--- src/rtl/jsu_pkg.sv ---
// ----------------------------------------------------------------------------
// jsu_pkg
// Shared types, codes and helper functions for the JSON string unescape block.
// ----------------------------------------------------------------------------
package jsu_pkg;

    localparam int BYTE_W      = 8;
    localparam int STATUS_W    = 3;
    localparam int MAX_BYTES   = 4;
    localparam int CNT_W       = 3;   // holds 0..MAX_BYTES
    localparam int IDX_W       = 2;   // indexes MAX_BYTES entries
    localparam int QUEUE_DEPTH = 4;
    localparam int QPTR_W      = $clog2(QUEUE_DEPTH);
    localparam int CP_W        = 21;

    // done status codes
    localparam logic [STATUS_W-1:0] ST_OK            = 3'd0;
    localparam logic [STATUS_W-1:0] ST_CONTROL       = 3'd1;
    localparam logic [STATUS_W-1:0] ST_UNTERMINATED  = 3'd2;
    localparam logic [STATUS_W-1:0] ST_BAD_ESCAPE    = 3'd3;
    localparam logic [STATUS_W-1:0] ST_BAD_HEX       = 3'd4;
    localparam logic [STATUS_W-1:0] ST_MISSING_LOW   = 3'd5;
    localparam logic [STATUS_W-1:0] ST_BAD_LOW       = 3'd6;
    localparam logic [STATUS_W-1:0] ST_UNEXPECTED_LOW = 3'd7;

    // one queue entry: either a run of decoded bytes or a done marker
    typedef struct packed {
        logic [MAX_BYTES-1:0][BYTE_W-1:0] bytes;
        logic [CNT_W-1:0]                 count;
        logic                             done;
        logic [STATUS_W-1:0]              status;
    } jsu_cmd_t;

    typedef struct packed {
        logic [MAX_BYTES-1:0][BYTE_W-1:0] bytes;
        logic [CNT_W-1:0]                 count;
    } jsu_utf8_t;

    // bit 4 set means not a hex digit
    function automatic logic [4:0] hex_val(input logic [BYTE_W-1:0] b);
        logic [4:0] v;
        v = 5'd16;
        if (b >= 8'h30 && b <= 8'h39)
            v = {1'b0, 4'(b - 8'h30)};
        else if (b >= 8'h61 && b <= 8'h66)
            v = {1'b0, 4'(b - 8'h61 + 8'd10)};
        else if (b >= 8'h41 && b <= 8'h46)
            v = {1'b0, 4'(b - 8'h41 + 8'd10)};
        return v;
    endfunction

    function automatic jsu_utf8_t utf8_encode(input logic [CP_W-1:0] cp);
        jsu_utf8_t r;
        r.bytes = '0;
        if (cp < 21'h80) begin
            r.bytes[0] = cp[7:0];
            r.count    = 3'd1;
        end
        else if (cp < 21'h800) begin
            r.bytes[0] = {3'b110, cp[10:6]};
            r.bytes[1] = {2'b10, cp[5:0]};
            r.count    = 3'd2;
        end
        else if (cp < 21'h10000) begin
            r.bytes[0] = {4'b1110, cp[15:12]};
            r.bytes[1] = {2'b10, cp[11:6]};
            r.bytes[2] = {2'b10, cp[5:0]};
            r.count    = 3'd3;
        end
        else begin
            r.bytes[0] = {5'b11110, cp[20:18]};
            r.bytes[1] = {2'b10, cp[17:12]};
            r.bytes[2] = {2'b10, cp[11:6]};
            r.bytes[3] = {2'b10, cp[5:0]};
            r.count    = 3'd4;
        end
        return r;
    endfunction

endpackage

--- src/rtl/jsu_in_if.sv ---
// ----------------------------------------------------------------------------
// jsu_in_if
// Input channel: one raw string byte or an end-of-source mark per beat.
// ----------------------------------------------------------------------------
interface jsu_in_if;
    logic       valid;
    logic       ready;
    logic [7:0] in_byte;
    logic       source_end;

    modport source (output valid, output in_byte, output source_end, input ready);
    modport sink   (input valid, input in_byte, input source_end, output ready);
endinterface

--- src/rtl/jsu_out_if.sv ---
// ----------------------------------------------------------------------------
// jsu_out_if
// Output channel: one decoded byte or a done marker with status per beat.
// ----------------------------------------------------------------------------
interface jsu_out_if;
    logic       valid;
    logic       ready;
    logic [7:0] out_byte;
    logic       byte_valid;
    logic       string_done;
    logic [2:0] status;
    logic       last;

    modport source (output valid, output out_byte, output byte_valid,
                    output string_done, output status, output last, input ready);
    modport sink   (input valid, input out_byte, input byte_valid,
                    input string_done, input status, input last, output ready);
endinterface

--- src/rtl/json_string_unescape_utf8_core.sv ---
// ----------------------------------------------------------------------------
// json_string_unescape_utf8_core
// JSON string body decoder: unescapes bytes and \u escapes into UTF-8.
// ----------------------------------------------------------------------------
// Usage:
//   item   : one beat per raw byte of the string body, starting after the
//            opening quote; a beat with source_end set marks end of source.
//   result : one beat per decoded byte (byte_valid), or one done beat
//            (string_done) carrying the status; last marks the final beat
//            of the input byte that caused it. Bytes are provisional until
//            the done beat reports status ok.
//   Each decoded run is registered in the queue, then in the output sequencer
//   before its first beat is sent. Throughput: one input byte per cycle while
//   the queue is not full. A \u escape yields up to four UTF-8 bytes, which
//   the output sequencer sends one by one, absorbed by the four-entry queue.
//   Stall: when the receiver holds ready low, the queue fills and item.ready
//   drops once it is full; nothing is lost.
//   Reset: rst_n clears the scan state, the queue and the output stage; the
//   block accepts input as soon as reset is released.
// ----------------------------------------------------------------------------
module json_string_unescape_utf8_core (
    input  logic      clk,
    input  logic      rst_n,
    jsu_in_if.sink    item,
    jsu_out_if.source result
);
    import jsu_pkg::*;

    logic     q_push;
    logic     q_full;
    logic     q_pop;
    logic     q_empty;
    jsu_cmd_t q_in;
    jsu_cmd_t q_out;

    jsu_front u_front (
        .clk    (clk),
        .rst_n  (rst_n),
        .item   (item),
        .q_full (q_full),
        .q_push (q_push),
        .q_data (q_in)
    );

    jsu_queue u_queue (
        .clk       (clk),
        .rst_n     (rst_n),
        .push      (q_push),
        .push_data (q_in),
        .full      (q_full),
        .pop       (q_pop),
        .empty     (q_empty),
        .pop_data  (q_out)
    );

    jsu_back u_back (
        .clk     (clk),
        .rst_n   (rst_n),
        .q_empty (q_empty),
        .q_data  (q_out),
        .q_pop   (q_pop),
        .result  (result)
    );

endmodule

--- src/rtl/jsu_front.sv ---
// ----------------------------------------------------------------------------
// jsu_front
// Scanner: takes one byte per cycle unless the queue is full, tracks escape
// state and errors, and pushes a decoded run or a done marker into the queue.
// ----------------------------------------------------------------------------
module jsu_front (
    input  logic             clk,
    input  logic             rst_n,
    jsu_in_if.sink           item,
    input  logic             q_full,
    output logic             q_push,
    output jsu_pkg::jsu_cmd_t q_data
);
    import jsu_pkg::*;

    localparam logic [3:0] M_PLAIN       = 4'd0;
    localparam logic [3:0] M_ESC         = 4'd1;
    localparam logic [3:0] M_HEX         = 4'd2;
    localparam logic [3:0] M_NEED_BS     = 4'd3;
    localparam logic [3:0] M_NEED_U      = 4'd4;
    localparam logic [3:0] M_LOWHEX      = 4'd5;
    localparam logic [3:0] M_LOWPEND     = 4'd6;
    localparam logic [3:0] M_LOWPEND_ESC = 4'd7;
    localparam logic [3:0] M_SKIP        = 4'd8;
    localparam logic [3:0] M_SKIP_ESC    = 4'd9;

    localparam logic [7:0] CH_QUOTE  = 8'h22;
    localparam logic [7:0] CH_BSLASH = 8'h5C;
    localparam logic [7:0] CH_SLASH  = 8'h2F;
    localparam logic [7:0] CH_B      = 8'h62;
    localparam logic [7:0] CH_F      = 8'h66;
    localparam logic [7:0] CH_N      = 8'h6E;
    localparam logic [7:0] CH_R      = 8'h72;
    localparam logic [7:0] CH_T      = 8'h74;
    localparam logic [7:0] CH_U      = 8'h75;
    localparam logic [7:0] CTRL_MAX  = 8'h20;

    logic [3:0]          mode_reg, mode_next;
    logic [15:0]         acc_reg, acc_next;
    logic [9:0]          hsb_reg, hsb_next;
    logic [1:0]          cnt_reg, cnt_next;
    logic [STATUS_W-1:0] esc_reg, esc_next;
    logic [STATUS_W-1:0] str_reg, str_next;

    logic                accept;
    logic [7:0]          b;
    logic [4:0]          v;
    logic [15:0]         acc_shift;
    logic                closed;
    logic                emit_one;
    logic [7:0]          one_byte;
    logic                emit_cp;
    logic [CP_W-1:0]     cp;
    logic                clean;
    jsu_utf8_t           enc;

    assign item.ready = !q_full;
    assign accept     = item.valid && item.ready;
    assign b          = item.in_byte;
    assign v          = hex_val(b);
    assign acc_shift  = {acc_reg[11:0], v[3:0]};
    assign clean      = (esc_reg == ST_OK) && (str_reg == ST_OK);
    assign enc        = utf8_encode(cp);

    always_comb
    begin
        mode_next = mode_reg;
        acc_next  = acc_reg;
        hsb_next  = hsb_reg;
        cnt_next  = cnt_reg;
        esc_next  = esc_reg;
        str_next  = str_reg;
        closed    = 1'b0;
        emit_one  = 1'b0;
        one_byte  = b;
        emit_cp   = 1'b0;
        cp        = '0;

        case (mode_reg)
            M_PLAIN:
            begin
                if (b == CH_QUOTE)
                    closed = 1'b1;
                else if (b == CH_BSLASH)
                    mode_next = M_ESC;
                else if (b < CTRL_MAX)
                begin
                    if (str_next == ST_OK) str_next = ST_CONTROL;
                    mode_next = M_SKIP;
                end
                else
                    emit_one = 1'b1;
            end
            M_ESC:
            begin
                mode_next = M_PLAIN;
                case (b)
                    CH_QUOTE, CH_BSLASH, CH_SLASH: emit_one = 1'b1;
                    CH_B: begin emit_one = 1'b1; one_byte = 8'h08; end
                    CH_F: begin emit_one = 1'b1; one_byte = 8'h0C; end
                    CH_N: begin emit_one = 1'b1; one_byte = 8'h0A; end
                    CH_R: begin emit_one = 1'b1; one_byte = 8'h0D; end
                    CH_T: begin emit_one = 1'b1; one_byte = 8'h09; end
                    CH_U:
                    begin
                        acc_next  = '0;
                        cnt_next  = '0;
                        mode_next = M_HEX;
                    end
                    default:
                    begin
                        if (esc_next == ST_OK) esc_next = ST_BAD_ESCAPE;
                        mode_next = M_SKIP;
                    end
                endcase
            end
            M_HEX:
            begin
                if (v[4])
                begin
                    if (esc_next == ST_OK) esc_next = ST_BAD_HEX;
                    if (b == CH_QUOTE)
                        closed = 1'b1;
                    else if (b == CH_BSLASH)
                        mode_next = M_SKIP_ESC;
                    else
                    begin
                        if (b < CTRL_MAX && str_next == ST_OK) str_next = ST_CONTROL;
                        mode_next = M_SKIP;
                    end
                end
                else
                begin
                    acc_next = acc_shift;
                    if (cnt_reg != 2'd3)
                        cnt_next = cnt_reg + 2'd1;
                    else
                    begin
                        cnt_next = '0;
                        if (acc_shift inside {[16'hD800:16'hDBFF]})
                        begin
                            hsb_next  = acc_shift[9:0];
                            mode_next = M_NEED_BS;
                        end
                        else if (acc_shift inside {[16'hDC00:16'hDFFF]})
                        begin
                            if (esc_next == ST_OK) esc_next = ST_UNEXPECTED_LOW;
                            mode_next = M_SKIP;
                        end
                        else
                        begin
                            emit_cp   = 1'b1;
                            cp        = {5'd0, acc_shift};
                            mode_next = M_PLAIN;
                        end
                    end
                end
            end
            M_NEED_BS:
            begin
                if (b == CH_BSLASH)
                    mode_next = M_NEED_U;
                else
                begin
                    if (esc_next == ST_OK) esc_next = ST_MISSING_LOW;
                    if (b == CH_QUOTE)
                        closed = 1'b1;
                    else
                    begin
                        if (b < CTRL_MAX && str_next == ST_OK) str_next = ST_CONTROL;
                        mode_next = M_SKIP;
                    end
                end
            end
            M_NEED_U:
            begin
                if (b == CH_U)
                begin
                    acc_next  = '0;
                    cnt_next  = '0;
                    mode_next = M_LOWHEX;
                end
                else
                begin
                    if (esc_next == ST_OK) esc_next = ST_MISSING_LOW;
                    mode_next = M_SKIP;
                end
            end
            M_LOWHEX, M_LOWPEND:
            begin
                if (mode_reg == M_LOWHEX && !v[4])
                begin
                    acc_next = acc_shift;
                    if (cnt_reg != 2'd3)
                        cnt_next = cnt_reg + 2'd1;
                    else
                    begin
                        cnt_next = '0;
                        if (acc_shift inside {[16'hDC00:16'hDFFF]})
                        begin
                            emit_cp   = 1'b1;
                            cp        = 21'h10000 + {1'b0, hsb_reg, acc_shift[9:0]};
                            mode_next = M_PLAIN;
                        end
                        else
                        begin
                            if (esc_next == ST_OK) esc_next = ST_BAD_LOW;
                            mode_next = M_SKIP;
                        end
                    end
                end
                else if (b == CH_QUOTE)
                begin
                    if (esc_next == ST_OK) esc_next = ST_MISSING_LOW;
                    closed = 1'b1;
                end
                else if (cnt_reg == 2'd3)
                begin
                    // sixth raw byte reached without a valid low group
                    if (esc_next == ST_OK) esc_next = ST_BAD_LOW;
                    if (b == CH_BSLASH)
                        mode_next = M_SKIP_ESC;
                    else
                    begin
                        if (b < CTRL_MAX && str_next == ST_OK) str_next = ST_CONTROL;
                        mode_next = M_SKIP;
                    end
                end
                else
                begin
                    cnt_next = cnt_reg + 2'd1;
                    if (b == CH_BSLASH)
                        mode_next = M_LOWPEND_ESC;
                    else
                    begin
                        if (b < CTRL_MAX && str_next == ST_OK) str_next = ST_CONTROL;
                        mode_next = M_LOWPEND;
                    end
                end
            end
            M_LOWPEND_ESC:
            begin
                if (cnt_reg == 2'd3)
                begin
                    if (esc_next == ST_OK) esc_next = ST_BAD_LOW;
                    mode_next = M_SKIP;
                end
                else
                begin
                    cnt_next  = cnt_reg + 2'd1;
                    mode_next = M_LOWPEND;
                end
            end
            M_SKIP_ESC:
                mode_next = M_SKIP;
            default:
            begin
                if (b == CH_QUOTE)
                    closed = 1'b1;
                else if (b == CH_BSLASH)
                    mode_next = M_SKIP_ESC;
                else
                begin
                    if (b < CTRL_MAX && str_next == ST_OK) str_next = ST_CONTROL;
                    mode_next = M_SKIP;
                end
            end
        endcase

        // build the queue entry
        q_data        = '0;
        q_data.status = ST_OK;
        if (item.source_end)
        begin
            q_data.done   = 1'b1;
            q_data.status = (str_reg != ST_OK) ? str_reg : ST_UNTERMINATED;
        end
        else if (closed)
        begin
            q_data.done   = 1'b1;
            q_data.status = (str_next != ST_OK) ? str_next : esc_next;
        end
        else if (clean && emit_one)
        begin
            q_data.bytes[0] = one_byte;
            q_data.count    = 3'd1;
        end
        else if (clean && emit_cp)
        begin
            q_data.bytes = enc.bytes;
            q_data.count = enc.count;
        end

        // string ends: return to the idle scan state
        if (item.source_end || closed)
        begin
            mode_next = M_PLAIN;
            acc_next  = '0;
            hsb_next  = '0;
            cnt_next  = '0;
            esc_next  = ST_OK;
            str_next  = ST_OK;
        end
    end

    assign q_push = accept && (q_data.done || (q_data.count != '0));

    always_ff @(posedge clk or negedge rst_n)
    begin
        if (!rst_n)
        begin
            mode_reg <= M_PLAIN;
            acc_reg  <= '0;
            hsb_reg  <= '0;
            cnt_reg  <= '0;
            esc_reg  <= ST_OK;
            str_reg  <= ST_OK;
        end
        else if (accept)
        begin
            mode_reg <= mode_next;
            acc_reg  <= acc_next;
            hsb_reg  <= hsb_next;
            cnt_reg  <= cnt_next;
            esc_reg  <= esc_next;
            str_reg  <= str_next;
        end
    end

endmodule

--- src/rtl/jsu_queue.sv ---
// ----------------------------------------------------------------------------
// jsu_queue
// Small FIFO of decoded runs between the scanner and the output sequencer.
// ----------------------------------------------------------------------------
module jsu_queue (
    input  logic             clk,
    input  logic             rst_n,
    input  logic             push,
    input  jsu_pkg::jsu_cmd_t push_data,
    output logic             full,
    input  logic             pop,
    output logic             empty,
    output jsu_pkg::jsu_cmd_t pop_data
);
    import jsu_pkg::*;

    jsu_cmd_t            store_reg [QUEUE_DEPTH];
    logic [QPTR_W-1:0]   wptr_reg, wptr_next;
    logic [QPTR_W-1:0]   rptr_reg, rptr_next;
    logic [QPTR_W:0]     fill_reg, fill_next;
    logic                do_push, do_pop;

    assign full     = (fill_reg == (QPTR_W+1)'(QUEUE_DEPTH));
    assign empty    = (fill_reg == '0);
    assign pop_data = store_reg[rptr_reg];
    assign do_push  = push && !full;
    assign do_pop   = pop && !empty;

    always_comb
    begin
        wptr_next = do_push ? QPTR_W'(wptr_reg + 1'b1) : wptr_reg;
        rptr_next = do_pop  ? QPTR_W'(rptr_reg + 1'b1) : rptr_reg;
        fill_next = fill_reg;
        if (do_push && !do_pop)
            fill_next = fill_reg + 1'b1;
        else if (do_pop && !do_push)
            fill_next = fill_reg - 1'b1;
    end

    always_ff @(posedge clk)
    begin
        if (do_push)
            store_reg[wptr_reg] <= push_data;
    end

    always_ff @(posedge clk or negedge rst_n)
    begin
        if (!rst_n)
        begin
            wptr_reg <= '0;
            rptr_reg <= '0;
            fill_reg <= '0;
        end
        else
        begin
            wptr_reg <= wptr_next;
            rptr_reg <= rptr_next;
            fill_reg <= fill_next;
        end
    end

endmodule

--- src/rtl/jsu_back.sv ---
// ----------------------------------------------------------------------------
// jsu_back
// Output sequencer: holds one queue entry and sends its bytes, or its done
// marker, one beat per cycle while the receiver holds ready high.
// ----------------------------------------------------------------------------
module jsu_back (
    input  logic             clk,
    input  logic             rst_n,
    input  logic             q_empty,
    input  jsu_pkg::jsu_cmd_t q_data,
    output logic             q_pop,
    jsu_out_if.source        result
);
    import jsu_pkg::*;

    jsu_cmd_t          cmd_reg;
    logic              busy_reg, busy_next;
    logic [IDX_W-1:0]  idx_reg, idx_next;
    logic              is_last;
    logic              fire;
    logic              load;

    assign is_last = cmd_reg.done || ((CNT_W'(idx_reg) + 1'b1) == cmd_reg.count);
    assign fire    = result.valid && result.ready;
    assign load    = !busy_reg || (fire && is_last);
    assign q_pop   = load && !q_empty;

    always_comb
    begin
        busy_next = busy_reg;
        idx_next  = idx_reg;
        if (load)
        begin
            busy_next = !q_empty;
            idx_next  = '0;
        end
        else if (fire)
            idx_next = idx_reg + 1'b1;
    end

    assign result.valid       = busy_reg;
    assign result.out_byte    = cmd_reg.done ? '0 : cmd_reg.bytes[idx_reg];
    assign result.byte_valid  = !cmd_reg.done;
    assign result.string_done = cmd_reg.done;
    assign result.status      = cmd_reg.done ? cmd_reg.status : ST_OK;
    assign result.last        = is_last;

    always_ff @(posedge clk)
    begin
        if (q_pop)
            cmd_reg <= q_data;
    end

    always_ff @(posedge clk or negedge rst_n)
    begin
        if (!rst_n)
        begin
            busy_reg <= 1'b0;
            idx_reg  <= '0;
        end
        else
        begin
            busy_reg <= busy_next;
            idx_reg  <= idx_next;
        end
    end

endmodule
--- src/flat_wrapper.sv ---
// flat-port wrapper written by rule: the top's interface ports become plain ports
module json_string_unescape_utf8_core_flat import jsu_pkg::*;
  (clk, rst_n, item_valid, item_in_byte, item_source_end, item_ready, result_valid, result_out_byte, result_byte_valid, result_string_done, result_status, result_last, result_ready);
  jsu_in_if item_i ();
  jsu_out_if result_i ();
  input  logic clk;
  input  logic rst_n;
  input wire logic [$bits(item_i.valid)-1:0] item_valid;
  input wire logic [$bits(item_i.in_byte)-1:0] item_in_byte;
  input wire logic [$bits(item_i.source_end)-1:0] item_source_end;
  output wire logic [$bits(item_i.ready)-1:0] item_ready;
  output wire logic [$bits(result_i.valid)-1:0] result_valid;
  output wire logic [$bits(result_i.out_byte)-1:0] result_out_byte;
  output wire logic [$bits(result_i.byte_valid)-1:0] result_byte_valid;
  output wire logic [$bits(result_i.string_done)-1:0] result_string_done;
  output wire logic [$bits(result_i.status)-1:0] result_status;
  output wire logic [$bits(result_i.last)-1:0] result_last;
  input wire logic [$bits(result_i.ready)-1:0] result_ready;
  assign item_i.valid = item_valid;
  assign item_i.in_byte = item_in_byte;
  assign item_i.source_end = item_source_end;
  assign item_ready = item_i.ready;
  assign result_valid = result_i.valid;
  assign result_out_byte = result_i.out_byte;
  assign result_byte_valid = result_i.byte_valid;
  assign result_string_done = result_i.string_done;
  assign result_status = result_i.status;
  assign result_last = result_i.last;
  assign result_i.ready = result_ready;
  json_string_unescape_utf8_core u_core (.clk(clk), .rst_n(rst_n), .item(item_i), .result(result_i));
endmodule
--- config.mk ---
export PLATFORM = sky130hd
export DESIGN_NAME = json_string_unescape_utf8_core_flat
export DESIGN_NICKNAME = d
export VERILOG_FILES = /design/src/rtl/jsu_pkg.sv /design/src/rtl/jsu_in_if.sv /design/src/rtl/jsu_out_if.sv /design/src/rtl/json_string_unescape_utf8_core.sv /design/src/rtl/jsu_front.sv /design/src/rtl/jsu_queue.sv /design/src/rtl/jsu_back.sv /design/src/flat_wrapper.sv
export SDC_FILE = /design/constraint.sdc
export NUM_CORES = 1
export LEC_CHECK = 0
export BUFFER_PORTS_ARGS = -buffer_cell sky130_fd_sc_hd__buf_2
export CORE_MARGIN = 5
export CORE_UTILIZATION = 50
export CTS_CLUSTER_DIAMETER = 80
export DETAILED_ROUTE_END_ITERATION = 7
export GPL_ROUTABILITY_DRIVEN = 0
export GPL_TIMING_DRIVEN = 0
export PLACE_DENSITY = 0.72
export SLEW_MARGIN = 15
export SYNTH_ARGS = -nofsm -noshare
export SYNTH_HDL_FRONTEND = slang
export SYNTH_HIERARCHICAL = 1
export SYNTH_SLANG_ARGS = --single-unit
--- constraint.sdc ---
create_clock -name clk -period 5.85 [get_ports clk]
set_input_delay 1.17 -clock clk [delete_from_list [all_inputs] [get_ports clk]]
set_output_delay 1.17 -clock clk [all_outputs]
set_load 0.03 [all_outputs]
==> summary.md <==
Outcome
- run status: complete, no violations

Yosys
- combined area of all synthesized cells: 11500 µm²
- Async S/R FF share, synth: 18.4%
- Netlist cell types: 98
- cell count after synthesis: 833
- most common flop cell mapped by yosys: edfxtp_1
- Avg Cell Area, Syn: 13.8 µm²
- EDFF count, synth: 195
- count of state elements after synthesis: 239
- synthesis warning total: 6
- sequential cell area fraction in the yosys report: 60.5%

Route
- total length of routed wires: 26.3 mm
- number of DRC violations after detailed routing: 0
- number of vias after detailed routing: 7500
- number of detailed-routing iterations run before antenna repair: 5
- wire length per cell after detailed routing: 21.9 µm
- number of DRC violations after detailed-routing iteration 0: 870
- number of vias per cell: 6.23
- remaining antenna violation count: 0

Setup path
- required arrival time at the worst endpoint: 6.29 ns
- element type at the critical path start: input port
- slack of the worst reg-to-reg path: 2.08 ns
- peak fanout along the critical path: 13
- worst endpoint data arrival time: 5.08 ns
- Worst Setup Path Type: in2reg
- type of element capturing the critical path: flop

Power and ir drop
- net switching share of the total power: 29.5%
- clock power share: 27.8%
- relative contribution of combinational cells to total power: 28.3%
- net switching power: 1.62 mW
- Max rail drop VDD: 0.000226 V
- Int Power: 3.87 mW
- reported leakage power: 4.57 nW
- total power divided by cell area: 425 nW/µm²
- Reg power frac: 43.9%

Job
- max-cap check violation count: 0

Clock network
- Clk pin slew, worst setup/hold paths: 0.06 ns
- buffer levels on the longest clock path: 3
- Resized cells post-CTS: 0
- Clk Latency, worst-skew pair: 0.53 ns
- number of buffers added by the clock tree synthesis step: 26
- master cell of the clock root buffer: clkbuf_16
- buffers inserted by post-CTS timing repair: 0
- clock tree sinks: 239
- count of hold buffers inserted by post-cts repair: 0
- H-tree depth: 1
- clock tree from TritonCTS: built

Global route
- largest net degree at the start of global routing: 45
- wire length of the first global-routing pass: 41.5 mm
- total global routing overflow: 0
- number of global-route vias before repair: 7355
- initial antenna violation count: 0
- Total GRT Usage: 20.3%

Placement
- post-placement setup slack: 0.763 ns
- Final HPWL DP: 18.2 mm
- number of buffers added on ports: 28
- placed instance area: 12100 µm²

Timing
- Max transition margin: 26.6%
- Final Max Slew Viols: 0
- Hold Slack: 0.470 ns
- maximum frequency from static timing analysis: 0.215 GHz
- number of setup violations in the final report: 0
- Period Utilization, post-route: 79.4%
- Setup Skew: 0.0174 ns
- min Tclk post-route: 4.65 ns
- Final Worst Setup Slack: 1.20 ns
- final hold violation count: 0
- Slew @ Worst Pin: 1.09 ns
- RSZ-0062 raised after global routing: false

Floorplanning
- Boundary Pins: 29
- effective utilization at floorplan: 50.8%
- core area: 22600 µm²
- die outline area: 26100 µm²
- die outline width: 162 µm
- number of core rows: 55
- height of the chip: 162 µm

Finish
- final design utilization: 57.1%
- number of flip-flops in the largest register: 156
- post-layout instance area: 12900 µm²
- antenna cell count: 0
- NumNets Final: 928
- layout overhead on the synthesized area: 12.4%
- number of fillers in the final layout: 1779
- layout cell share with drive strength beyond 1: 19.0%

Min path
- worst min path class: reg2reg

[per-layer routing]
layer / track usage (%) / vias to the layer above / part of all wire (%)
met3: 3.85 / 70 / 8.3
met4: 4.54 / 0 / 2.2
met1: 28.5 / 3693 / 42
met2: 33.4 / 359 / 48
li1: - / 3378 / -
met5: 0 / - / 0
[area by class of cell]
cell class / instances / area [µm²] / share of cell area (%)
clock buffers: 37 / 713 / 5.52
repair buffers: 36 / 253 / 1.96
plain buffers: 50 / 323 / 2.50
inverters: 35 / 131 / 1.02
flip-flops and latches: 239 / 6960 / 53.8
well taps: 285 / 357 / 2.76
clock inverters: 11 / 88.8 / 0.687
multi-input cells: 511 / 4100 / 31.7
[power by group through the flow]
stage	Sequential (mW)	Clock, mW	Combinational [mW]
after floorplan	2.43	0	1.11
after global placement	2.47	0	1.49
after detailed placement	2.45	0	1.57
after CTS	2.42	1.57	1.58
after global routing	2.44	1.66	1.67
final	2.41	1.53	1.55
[kinds of logic (layout without fill, tap and decap cells)]
logic type / count (synthesis) / count (layout) / share of synthesized area (%)
AND/OR/NAND/NOR: 253 / 253 / 11.6
flip-flops: 239 / 239 / 60.5
AO/OA/AOI/OAI: 174 / 174 / 11.4
buffers and inverters: 85 / 169 / 3.95
multiplexers: 51 / 51 / 9.64
adder cells (fa/ha/maj): 16 / 16 / 1.81
XOR/XNOR: 14 / 14 / 1.07
other: 1 / 3 / 0.0326
[cells in the mapped netlist (4+ instances only)]
master | n | area, µm²
a211o_1 | 4 | 35.0
a211oi_1 | 8 | 60.1
a21o_1 | 4 | 30.0
a21oi_1 | 33 | 165
a22o_1 | 14 | 123
a22oi_1 | 7 | 52.6
a31oi_1 | 6 | 37.5
and2_1 | 22 | 138
and3_1 | 7 | 43.8
buf_12 | 4 | 80.1
buf_2 | 10 | 50.1
buf_4 | 5 | 37.5
buf_6 | 5 | 56.3
clkbuf_1 | 22 | 82.6
dfrtp_1 | 44 | 1100
edfxtp_1 | 195 | 5860
ha_1 | 15 | 188
inv_1 | 33 | 124
mux4_2 | 46 | 1040
nand2_1 | 46 | 173
nand2b_1 | 5 | 31.3
nand3_1 | 27 | 135
nand3b_1 | 4 | 30.0
nand4_1 | 18 | 113
nor2_1 | 58 | 218
nor2b_1 | 11 | 68.8
nor3_1 | 22 | 110
nor4_1 | 4 | 25.0
o21ai_0 | 24 | 120
o21ai_1 | 12 | 60.1
o22ai_1 | 4 | 25.0
o2bb2ai_1 | 5 | 43.8
or3_1 | 6 | 37.5
xnor2_1 | 8 | 70.1
xor2_1 | 6 | 52.6
[worst max-delay path, stage by stage]
cell and delay [ns]:
buf_2 0.15, inv_1 0.11, ha_1 0.27, o21bai_1 0.24, a211o_1 0.28, nand2_1 0.16
a311oi_1 0.60, o31ai_4 0.15, inv_2 0.08, buf_4 0.23, nor3_1 0.08, nor2_1 0.17
nor2b_1 0.18, buf_6 0.14, ha_1 0.18, inv_1 0.06, fa_1 0.37, xor2_1 0.17
nor2_1 0.12, xor2_1 0.15
[placed cells by master, fill, tap and decap left out, drive strengths merged, types with 6 or more instances in the layout]
cell,n
a211oi,10
xor2,6
nor2b,11
a22oi,7
ha,15
and3,7
nand4,18
or3,6
clkbuf,60
and2,22
xnor2,8
nand2,47
inv,36
edfxtp,195
o21ai,38
nor3,23
buf,63
dfrtp,44
clkinv,8
mux4,47
a22o,14
nand3,28
a31oi,7
a21oi,34
nor2,58
[final timing paths]
check | start | endpoint | cells after the start
setup / recovery | item_in_byte[0] | u_core/u_queue/fill_reg[2] | 20
hold / removal | u_core/u_queue/fill_reg[2] | u_core/u_queue/fill_reg[2] | 1
setup reg to reg | u_core/u_front/mode_reg[2] | u_core/u_queue/fill_reg[1] | 14
hold reg to reg | u_core/u_queue/fill_reg[2] | u_core/u_queue/fill_reg[2] | 1
max in group asynchronous | rst_n | u_core/u_front/mode_reg[1] | 1
min in group asynchronous | rst_n | u_core/u_back/idx_reg[0] | 1
[through the flow]
step / setup TNS, ns / instances / power, mW
final: 0 / 1204 / 5.49
after global routing: 0 / 1204 / 5.77
after CTS: 0 / 1204 / 5.56
after detailed placement: 0 / 1156 / 4.02
after global placement: -50.73 / 1148 / 3.96
after floorplan: 0 / 835 / 3.55
Power figures use the tool's default switching activity.
